--- config.mk ---
export PLATFORM = sky130hd
export DESIGN_NAME = vehicle_presence_fsm_core
export DESIGN_NICKNAME = d
export VERILOG_FILES = /design/src/hw/rtl/vpf_pkg.sv /design/src/hw/rtl/vehicle_presence_fsm_core.sv /design/src/hw/rtl/vpf_step.sv
export VERILOG_INCLUDE_DIRS = /design/src /design/src/hw/rtl
export SDC_FILE = /design/constraint.sdc
export NUM_CORES = 1
export LEC_CHECK = 0
export BUFFER_PORTS_ARGS = -buffer_cell sky130_fd_sc_hd__buf_2
export CORE_MARGIN = 2
export CORE_UTILIZATION = 25
export DETAILED_ROUTE_END_ITERATION = 10
export PLACE_DENSITY = 0.5
export SYNTH_ARGS = -nofsm -noshare
export SYNTH_HDL_FRONTEND = slang
export SYNTH_SLANG_ARGS = --single-unit
--- constraint.sdc ---
create_clock -name clk -period 7.58 [get_ports clk]
set_input_delay 0 -clock clk [delete_from_list [all_inputs] [get_ports clk]]
set_output_delay 0 -clock clk [all_outputs]
set_load 0.1 [all_outputs]
--- src/hw/rtl/vehicle_presence_fsm_core_assert.svh ---
// Assertion macros shared by the presence detector RTL.
`ifndef VEHICLE_PRESENCE_FSM_CORE_ASSERT_SVH
`define VEHICLE_PRESENCE_FSM_CORE_ASSERT_SVH

// Whenever the condition holds, the consequence must hold in the same cycle.
`define VPF_ASSERT_IMPLY(label, cond, cons) \
    label: assert property (@(posedge clk) disable iff (!rst_n) (cond) |-> (cons)) \
        else $error("presence detector implication violated");

// The condition must never hold outside reset.
`define VPF_ASSERT_NEVER(label, cond) \
    label: assert property (@(posedge clk) disable iff (!rst_n) !(cond)) \
        else $error("presence detector forbidden condition seen");

`endif

--- src/hw/rtl/vpf_pkg.sv ---
// Package with the constants, codes and types of the vehicle presence detector.
`default_nettype none

package vpf_pkg;

    // Echo timing and field widths.
    localparam int unsigned ECHO_W  = 15;
    localparam int unsigned STATE_W = 3;
    localparam int unsigned COUNT_W = 4;
    localparam int unsigned TOTAL_W = 32;
    localparam int unsigned INDEX_W = 2;

    // Readings above this many microseconds count as no echo.
    localparam logic [15:0] ECHO_TIMEOUT_US = 16'd30000;

    // Presence state codes.
    localparam logic [STATE_W-1:0] ST_UNKNOWN  = 3'd0;
    localparam logic [STATE_W-1:0] ST_EMPTY    = 3'd1;
    localparam logic [STATE_W-1:0] ST_ENTRY    = 3'd2;
    localparam logic [STATE_W-1:0] ST_OCCUPIED = 3'd3;
    localparam logic [STATE_W-1:0] ST_EXIT     = 3'd4;

    // Configuration register indexes.
    localparam logic [INDEX_W-1:0] REG_NEAR_LIMIT = 2'd0;
    localparam logic [INDEX_W-1:0] REG_FAR_LIMIT  = 2'd1;
    localparam logic [INDEX_W-1:0] REG_CONFIRM    = 2'd2;

    // Configuration reset values (100 cm and 120 cm as echo times).
    localparam logic [ECHO_W-1:0]  NEAR_LIMIT_RESET = 15'd5831;
    localparam logic [ECHO_W-1:0]  FAR_LIMIT_RESET  = 15'd6997;
    localparam logic [COUNT_W-1:0] CONFIRM_RESET    = 4'd3;
    localparam logic [COUNT_W-1:0] COUNT_MAX        = 4'd15;

    // Configuration seen by the step logic.
    typedef struct packed {
        logic [ECHO_W-1:0]  near_limit;
        logic [ECHO_W-1:0]  far_limit;
        logic [COUNT_W-1:0] confirm;
    } vpf_cfg_t;

    // Outcome of one reading.
    typedef struct packed {
        logic [STATE_W-1:0] state;
        logic [COUNT_W-1:0] count;
        logic               entered;
        logic               exited;
    } vpf_step_t;

endpackage

`default_nettype wire

--- src/hw/rtl/vehicle_presence_fsm_core.sv ---
// Top level of the vehicle presence detector with hysteresis and confirmation.
//
// Usage: one ultrasonic echo time (microseconds, 0 = no echo) enters per beat on
// the input channel (in_valid / in_stall). Every input beat yields exactly one
// output beat (out_valid / out_stall) with the presence state, candidate count,
// entry and exit pulses and the running total of confirmed exits.
// The reading is captured in an input register, and the state update is written
// to the result register when that register advances.
// Throughput is one reading per cycle while the receiver does not stall; the
// limit is the presence machine's state loop, through two compares and a 4-bit add.
// When the receiver stalls, the result register holds and the input register
// keeps one more reading; in_stall rises only when both are occupied.
// Reset clears the machine to unknown, the counter and the exit total to zero,
// and loads the default limits (5831 us near, 6997 us far, 3 confirmations).
// The configuration channel (cfg_valid / cfg_ready, cfg_index, cfg_data) is
// always ready; index 0 is the near limit, 1 the far limit, 2 the confirmation
// count. Write it only while no reading is in flight.
`default_nettype none

module vehicle_presence_fsm_core (
    input  wire logic                         clk,
    input  wire logic                         rst_n,
    input  wire logic                         in_valid,
    output logic                              in_stall,
    input  wire logic [vpf_pkg::ECHO_W-1:0]   echo_time_us,
    output logic                              out_valid,
    input  wire logic                         out_stall,
    output logic [vpf_pkg::STATE_W-1:0]       presence_state,
    output logic [vpf_pkg::COUNT_W-1:0]       candidate_count,
    output logic                              entered_pulse,
    output logic                              exited_pulse,
    output logic [vpf_pkg::TOTAL_W-1:0]       vehicle_total,
    input  wire logic                         cfg_valid,
    output logic                              cfg_ready,
    input  wire logic [vpf_pkg::INDEX_W-1:0]  cfg_index,
    input  wire logic [vpf_pkg::ECHO_W-1:0]   cfg_data
);
    import vpf_pkg::*;

    `include "vehicle_presence_fsm_core_assert.svh"

    logic               in_full_reg;
    logic [ECHO_W-1:0]  echo_reg;
    logic               out_full_reg;
    logic [STATE_W-1:0] state_reg;
    logic [COUNT_W-1:0] count_reg;
    logic               entered_reg;
    logic               exited_reg;
    logic [TOTAL_W-1:0] total_reg;
    logic [TOTAL_W-1:0] total_next;
    vpf_cfg_t           cfg_reg;
    vpf_step_t          step;
    logic               advance;
    logic               take_in;

    // The input register moves on whenever the result register is free or drained.
    assign advance  = !out_full_reg || !out_stall;
    assign in_stall = in_full_reg && !advance;
    assign take_in  = in_valid && !in_stall;

    // Configuration is always accepted.
    assign cfg_ready = 1'b1;

    always_ff @(posedge clk or negedge rst_n)
    begin
        if (!rst_n)
        begin
            cfg_reg.near_limit <= NEAR_LIMIT_RESET;
            cfg_reg.far_limit  <= FAR_LIMIT_RESET;
            cfg_reg.confirm    <= CONFIRM_RESET;
        end
        else if (cfg_valid && cfg_ready)
        begin
            case (cfg_index)
                REG_NEAR_LIMIT: cfg_reg.near_limit <= cfg_data;
                REG_FAR_LIMIT:  cfg_reg.far_limit  <= cfg_data;
                REG_CONFIRM:    cfg_reg.confirm    <= cfg_data[COUNT_W-1:0];
                default:        ;
            endcase
        end
    end

    // Input register.
    always_ff @(posedge clk or negedge rst_n)
    begin
        if (!rst_n)
        begin
            in_full_reg <= 1'b0;
        end
        else if (!in_stall)
        begin
            in_full_reg <= in_valid;
        end
    end

    always_ff @(posedge clk)
    begin
        if (take_in)
        begin
            echo_reg <= echo_time_us;
        end
    end

    // Presence machine step on the held reading.
    vpf_step u_step (
        .echo   (echo_reg),
        .state  (state_reg),
        .count  (count_reg),
        .cfg    (cfg_reg),
        .result (step)
    );

    assign total_next = total_reg + {{(TOTAL_W-1){1'b0}}, step.exited};

    // State and result register; the state registers double as the result fields.
    always_ff @(posedge clk or negedge rst_n)
    begin
        if (!rst_n)
        begin
            out_full_reg <= 1'b0;
            state_reg    <= ST_UNKNOWN;
            count_reg    <= '0;
            entered_reg  <= 1'b0;
            exited_reg   <= 1'b0;
            total_reg    <= '0;
        end
        else if (advance)
        begin
            out_full_reg <= in_full_reg;
            if (in_full_reg)
            begin
                state_reg   <= step.state;
                count_reg   <= step.count;
                entered_reg <= step.entered;
                exited_reg  <= step.exited;
                total_reg   <= total_next;
            end
        end
    end

    assign out_valid       = out_full_reg;
    assign presence_state  = state_reg;
    assign candidate_count = count_reg;
    assign entered_pulse   = entered_reg;
    assign exited_pulse    = exited_reg;
    assign vehicle_total   = total_reg;

    // Checks on the machine and the exit total.
    `VPF_ASSERT_NEVER(a_pulses_exclusive, out_full_reg && entered_reg && exited_reg)
    `VPF_ASSERT_IMPLY(a_entry_lands_occupied, out_full_reg && entered_reg,
        state_reg == ST_OCCUPIED && count_reg == '0)
    `VPF_ASSERT_IMPLY(a_exit_lands_empty, out_full_reg && exited_reg,
        state_reg == ST_EMPTY && count_reg == '0)
    `VPF_ASSERT_IMPLY(a_total_steps_on_exit, total_reg != $past(total_reg),
        exited_reg && total_reg == $past(total_reg) + 32'd1)

endmodule

`default_nettype wire

--- src/hw/rtl/vpf_step.sv ---
// Next-state logic of the presence machine for one echo reading.
`default_nettype none

module vpf_step (
    input  wire logic [vpf_pkg::ECHO_W-1:0]  echo,
    input  wire logic [vpf_pkg::STATE_W-1:0] state,
    input  wire logic [vpf_pkg::COUNT_W-1:0] count,
    input  wire vpf_pkg::vpf_cfg_t           cfg,
    output vpf_pkg::vpf_step_t               result
);
    import vpf_pkg::*;

    logic               echo_ok;
    logic               is_near;
    logic               is_far;
    logic [COUNT_W-1:0] bumped;
    logic               confirmed;

    // Classify the reading; zero or past timeout is no echo.
    assign echo_ok = (echo != '0) && ({1'b0, echo} <= ECHO_TIMEOUT_US);
    assign is_near = echo_ok && (echo < cfg.near_limit);
    assign is_far  = echo_ok && (echo > cfg.far_limit);

    // Saturating counter step and the confirmation test on it.
    assign bumped    = (count == COUNT_MAX) ? COUNT_MAX : count + 4'd1;
    assign confirmed = (bumped >= cfg.confirm);

    // Transition table.
    always_comb
    begin
        result.state   = state;
        result.count   = count;
        result.entered = 1'b0;
        result.exited  = 1'b0;
        case (state)
            ST_UNKNOWN:
            begin
                if (is_near)
                begin
                    result.state = ST_OCCUPIED;
                end
                else if (is_far)
                begin
                    result.state = ST_EMPTY;
                end
            end
            ST_EMPTY:
            begin
                if (is_near)
                begin
                    result.state = ST_ENTRY;
                    result.count = 4'd1;
                end
            end
            ST_ENTRY:
            begin
                if (is_near)
                begin
                    result.count = bumped;
                    if (confirmed)
                    begin
                        result.state   = ST_OCCUPIED;
                        result.count   = '0;
                        result.entered = 1'b1;
                    end
                end
                else
                begin
                    result.state = ST_EMPTY;
                    result.count = '0;
                end
            end
            ST_OCCUPIED:
            begin
                if (is_far)
                begin
                    result.state = ST_EXIT;
                    result.count = 4'd1;
                end
            end
            ST_EXIT:
            begin
                if (is_far)
                begin
                    result.count = bumped;
                    if (confirmed)
                    begin
                        result.state  = ST_EMPTY;
                        result.count  = '0;
                        result.exited = 1'b1;
                    end
                end
                else
                begin
                    result.state = ST_OCCUPIED;
                    result.count = '0;
                end
            end
            default:
            begin
                result.state = ST_UNKNOWN;
                result.count = '0;
            end
        endcase
    end

endmodule

`default_nettype wire

==> flow_summary.ini, run 1 <==
[sta]
drv_slew = 0
min_period_ns = 4.352
setup_viol = 0
fin_tns_setup_ns = 0
final-hold-violation-count = 0
rsz0062_at_grt = false
clock_skew_ns = 0.01120
finalCritPeriodShare = 0.5742
max_freq_ghz = 0.2298
worst_pin_slew_ns = 0.9925
max_slew_margin = 0.3384

[logic_synthesis]
synthesis.nets = 498
synth_xor_area_frac = 0.05604
synthTopCellsByCount = 59 x dfrtp_1, 47 x nand2_1, 37 x inv_1
synth-seq-cells = 92
avgSynthCellArea_um2 = 11.03
ys_types = 57
seq_area_frac_synth = 0.5119
yosys.area_share.simple = 0.1516
synth_edf_count = 15
synthTopCellsByArea = dfrtp_1 31%, dfstp_2 10%, edfxtp_1 9.6%
synth_compound_area_frac = 0.08273
synth_cells = 425
ys.flop_type = dfrtp_1
synthAdderAreaFrac = 0.09608
synth_area_um2 = 4688
synthMuxAreaShare = 0.06459
yosys_warnings = 0
netlist.area_leader.share = 0.3149
synth_top_cell_by_area = dfrtp_1
async_reset_ff_frac = 0.8370
synth_top_family_by_area = simple AND/OR/NAND/NOR gates
yosysMostFrequentCell = dfrtp_1

[clock_tree]
clk_pin_slew_ns = 0.07
cts.repair.resized = 0
clock_latency_ns = 0.35
cts_buffer_depth = 2
cts_buffers = 9
cts_tree = yes
htreeDepth = 3
cts_root_buf = clkbuf_16
cts_sinks = 92

[final_layout]
num_antenna_cells = 0
syn_to_final_growth_pct = 28.42
drive_above_1_share = 0.2719
layout.cells.non_filler = 782
final_nets = 616
num-fill-cells = 1899
stdcell_area_um2 = 6021
largest_register_ffs = 34

[grt]
grt_max_degree = 78
antenna_found_initial = 0
grtUsageTotal = 0.1121
grt_pass1_vias = 3543
grt_pass1_wl_um = 17560
gr-total-overflow = 0

[power]
p_comb_frac = 0.286
p_leak_nw = 2.829
p_per_area_nw_per_um2 = 255.1
total_power_mw = 1.536
p_sw_frac = 0.3431
p_sw_mw = 0.5271
pwr-share-seq = 0.402
intPower_mw = 1.009
vdd_drop_max_v = 0.0001136
p_clk_frac = 0.312

[detailed_routing]
drcViolationCount = 0
drt_iter0_drc = 162
via_per_inst = 4.422
wl_per_cell_um = 13.52
vias = 3458
wl_um = 10570
ant_nets = 0
drtPass1Iterations = 6

[floorplan]
dieHeight_um = 140.9
ios = 81
die_w_um = 140.9
start_util = 0.2523
rows = 50
core-area_um2 = 18580
die_area_um2 = 19860

[setup_path]
crit_path_max_fanout = 5
arrival_ns = 4.59
worstSetupPathType = reg -> reg
cp-end-kind = register
crit_required_ns = 7.81
startpoint_type = register

[placement]
placed_cell_area_um2 = 5360
dp_cells = 732
hpwl_um = 7932
place_congestion = 0.8191
port_buffers = 79

[outcome]
status = finished, final reports clean

[job]
cap_violations = 0

[worst_hold_path]
hold_path.class = in -> reg
## final cells by class
class	instances	area, um2	area share
Clock inverter	5	56.30	0.009352
Sequential cell	92	2400	0.3986
Tap cell	234	292.8	0.04863
Inverter	37	138.9	0.02307
Multi-Input combinational cell	289	2123	0.3527
Clock buffer	11	264.0	0.04385
Timing Repair Buffer	114	745.7	0.1239
## cells in the final DEF (no fill, tap or decap), types with 2 or more instances in the layout
cell type and instances:
and3_1 6, and2_1 2, nand2b_1 6, xnor2_1 20
mux2_2 23, a211oi_1 2, dfstp_2 18, a21oi_1 16
nor2b_1 2, nand3b_1 3, mux2_1 3, or3_1 2
xor2_1 10, edfxtp_1 15, clkbuf_16 10, dlygate4sd3_1 34
nor4_1 3, buf_4 2, nor2_1 20, o211ai_1 2
buf_2 78, nand3_1 15, nand2_1 47, nor3_1 7
nor4_2 2, ha_1 36, a21o_1 5, inv_1 37
clkinvlp_4 2, o21ai_0 22, dfrtp_1 59, nand4_1 8
## cells by family after synthesis
logic type / Yosys count
adder cells (fa/ha/maj): 36
buffers and inverters: 44
XOR/XNOR: 30
other: 1
AND/OR/NAND/NOR: 135
multiplexers: 27
flip-flops: 92
AO/OA/AOI/OAI: 60
## stage by stage
stage / setup WS, ns / hold WS (ns) / util
final: 3.228 / 0.1933 / 0.3240
after global routing: 2.736 / 0.1969 / 0.3240
after detailed placement: 3.198 / 0.1787 / 0.2885
after CTS: 3.177 / 0.1810 / 0.3240
after global placement: 3.333 / 0.1788 / 0.2885
after floorplan: 2.772 / -0.2956 / -
## routing by layer
layer / GRT usage / up-vias / wire (um)
met5: 0 / - / 0
met4: 0.05000 / 0 / 194
met3: 0.02242 / 10 / 325
met2: 0.1851 / 63 / 5026
met1: 0.1424 / 1667 / 5025
li1: - / 1718 / -
## worst max-delay path, stage by stage, from the launching register on
cell,delay (ns)
dfrtp_1,0.41
ha_1,0.23
nand3_1,0.11
and2_1,0.21
ha_1,0.27
nand2b_1,0.09
a21o_1,0.10
a21o_1,0.10
a21oi_1,0.12
or2_2,0.31
nor3_1,0.22
ha_1,0.22
ha_1,0.16
nand3_1,0.11
nor3_1,0.32
nand4_1,0.25
or3_1,0.47
nor2_1,0.25
nand4_1,0.14
xnor2_1,0.14
## worst paths after layout
| path | depth (start not counted) | slack [ns] | endpoint | from |
|---|---|---|---|---|
| min | 3 | 0.19 | cfg_reg[2] | cfg_valid |
| max in group asynchronous | 2 | 6.57 | cfg_reg[27] | rst_n |
| max | 19 | 3.23 | vehicle_total[30] | candidate_count[0] |
| min reg2reg | 1 | 0.46 | vehicle_total[31] | vehicle_total[31] |
| max reg2reg | 19 | 3.23 | vehicle_total[30] | candidate_count[0] |
| min in group asynchronous | 2 | 0.35 | vehicle_total[25] | rst_n |
## power by group through the flow
stage	combinational (mW)	sequential, mW	clock (mW)
final	0.440	0.618	0.479
after floorplan	0.221	0.728	0
after CTS	0.445	0.619	0.496
after global routing	0.485	0.627	0.516
after detailed placement	0.428	0.627	0
after global placement	0.422	0.624	0
## repair_timing
item                                   4_1_cts  5_1_grt
hold buffers                                34        0
endpoints found under the hold margin      110        0
setup buffers                                0        0
No activity file was read; power rests on OpenSTA's default activity.
==> inputs of run 2 (changes only) <==
- ABC_AREA: not set -> 1
- PLACE_DENSITY: 0.5 -> 0.51
- clock period: 7.58 -> 3.7 ns (I/O delays scaled with it)
==> run 2 against run 1 <==
Compared with the run above: cell area rose by 12%; largest power group unchanged; fmax grew 22%; global-route usage increased by 0.58 points; register-to-register slack lost 3.1 ns; first-iteration DRC count decreased by 11%; highest routed layer unchanged; clock skew fell by 0.0036 ns.
==> flow_summary.ini, run 2 <==
[outcome]
status = finished, final reports clean

[final_layout]
layout.cells.non_filler = 1036
drive_above_1_share = 0.2324
num_antenna_cells = 0
largest_register_ffs = 34
syn_to_final_growth_pct = 31.64
final_cell_mix = 168 x nand2_1, 113 x inv_1, 78 x buf_2
num-fill-cells = 2134
final_nets = 834
stdcell_area_um2 = 6756
final_util = 0.3350
layout_commonest_cell = nand2_1

[power]
p_leak_nw = 3.562
total_power_mw = 3.117
p_per_area_nw_per_um2 = 461.3
vdd_drop_max_v = 0.0001685

[placement]
place_congestion = 0.8057
placed_cell_area_um2 = 5949
dp_cells = 977
hpwl_um = 8970
post-place-ws_ns = 0.009642
port_buffers = 79

[setup_path]
arrival_ns = 3.80
cp-end-kind = register
worstSetupPathType = reg -> reg
crit_required_ns = 3.94
startpoint_type = register
crit_path_max_fanout = 5

[sta]
setup_viol = 0
max_freq_ghz = 0.2808
max_slew_margin = 0.3495
drv_slew = 0
clock_skew_ns = 0.007617
whs_ns = 0.06825
rsz0062_at_grt = true
final-hold-violation-count = 0
worst_pin_slew_ns = 0.9734
finalCritPeriodShare = 0.9626
min_period_ns = 3.562
fin_tns_setup_ns = 0
setup_ws_ns = 0.1383

[detailed_routing]
ant_nets = 0
wl_um = 12200
drtPass1Iterations = 4
drcViolationCount = 0
drt_iter0_drc = 144
via_per_inst = 4.061
vias = 4207
wl_per_cell_um = 11.77

[job]
cap_violations = 0

[clock_tree]
clock_latency_ns = 0.35
cts_buffer_depth = 2
cts_tree = yes
cts_buffers = 9
clk_pin_slew_ns = 0.07
cts_sinks = 92
cts_root_buf = clkbuf_16
htreeDepth = 3

[logic_synthesis]
ys.flop_type = dfrtp_1
async_reset_ff_frac = 0.8370
synth_area_um2 = 5132
synthesis.nets = 696
yosysMostFrequentCell = nand2_1
synth_top_cell_by_area = dfrtp_1
synth_compound_area_frac = 0.05826
synthMuxAreaShare = 0
seq_area_frac_synth = 0.4676
synth_xor_area_frac = 0.04608
yosys_warnings = 0
ys_types = 31
synthAdderAreaFrac = 0.08776
synthTopCellsByCount = 171 x nand2_1, 117 x inv_1, 59 x dfrtp_1
synth_top_family_by_area = simple AND/OR/NAND/NOR gates
synth_edf_count = 15
avgSynthCellArea_um2 = 8.238
synth_cells = 623
synth-seq-cells = 92
yosys.area_share.simple = 0.2482
netlist.area_leader.share = 0.2877
synthTopCellsByArea = dfrtp_1 29%, nand2_1 13%, dfstp_2 9.2%

[worst_hold_path]
hold_path.class = in -> reg

[floorplan]
rows = 52
die_w_um = 147.3
dieHeight_um = 147.3
ios = 81
start_util = 0.2545
core-area_um2 = 20170
die_area_um2 = 21690

[grt]
grt_pass1_wl_um = 20540
grt_pass1_vias = 4240
grt_max_degree = 51
grtUsageTotal = 0.1179
gr-total-overflow = 0
antenna_found_initial = 0
## run 2: cell count changes in the layout (fill, tap and decap cells not counted), moves of 6 or more
cell / delta
and3_1: -6
nand2_1: +121
xor2_1: +10
mux2_2: -23
buf_4: +21
nand3_1: +12
nand2b_1: -6
o21ai_0: +13
xnor2_1: -13
nor2_1: +17
nand2_2: +8
inv_1: +76
## run 2: final timing paths
kind,from,to,slack (ns),cells past startpoint
min in group asynchronous,rst_n,cfg_reg[23],0.23,2
max in group asynchronous,rst_n,cfg_reg[15],2.59,3
hold reg to reg,vehicle_total[31],vehicle_total[31],0.47,1
hold / removal,cfg_valid,cfg_reg[1],0.07,3
setup reg to reg,candidate_count[0],vehicle_total[30],0.14,23
setup / recovery,candidate_count[0],vehicle_total[30],0.14,23
## run 2: worst max-delay path: stages, from the launching register on
cell	delay (ns)
dfrtp_4	0.51
ha_4	0.17
nand2_2	0.06
inv_2	0.05
nor3_4	0.19
a21oi_2	0.06
ha_1	0.33
nand4_1	0.12
nand3_2	0.11
inv_2	0.06
nor4_4	0.25
ha_2	0.26
ha_4	0.13
inv_2	0.04
nor3_4	0.17
nand2_2	0.10
nor2_4	0.14
nand3_4	0.09
nor2_4	0.12
nand2_4	0.09
nor2_8	0.14
nand2_4	0.07
o21ai_2	0.13
nand2_1	0.06
## run 2: layout make-up
| type | instances | area, um2 | area share |
|---|---|---|---|
| well taps | 270 | 337.8 | 0.05000 |
| clock buffers | 12 | 246.5 | 0.03648 |
| multi-input cells | 407 | 2381 | 0.3524 |
| inverters | 117 | 439.2 | 0.06500 |
| repair buffers | 134 | 893.4 | 0.1322 |
| flip-flops and latches | 92 | 2410 | 0.3567 |
| clock inverters | 4 | 48.80 | 0.007222 |
## run 2: power by group
part	total (mW)	switching (mW)	internal [mW]	leakage (nW)
registers	1.23	0.0746	1.16	1.07
logic	0.932	0.631	0.301	2.34
clock network	0.951	0.408	0.543	0.143
total	3.12	1.11	2.00	3.56
## run 2: what timing repair did
item                                   CTS  global route
hold buffers                            33             0
pin swaps                                0            19
setup endpoints to repair                2            12
endpoints found under the hold margin   85             0
gates cloned                             0             0
buffers inserted                         0            10
resized for setup                        1            24
## run 2: cells by family (layout without fill, tap and decap cells)
family	after synthesis	after routing
buf+inv	124	267
simple gates	285	285
flops	92	92
compound gates	58	58
other cells	1	1
fa+ha+maj	36	36
xor+xnor	27	27
## run 2: routing by layer
| layer | wire, um | track usage | part of all wire | up-vias |
|---|---|---|---|---|
| met3 | 536 | 0.03261 | 0.044 | 15 |
| met5 | 0 | 0 | 0 | - |
| li1 | - | - | - | 2214 |
| met1 | 6085 | 0.1558 | 0.50 | 1899 |
| met2 | 5408 | 0.1914 | 0.44 | 79 |
| met4 | 165 | 0.02981 | 0.014 | 0 |
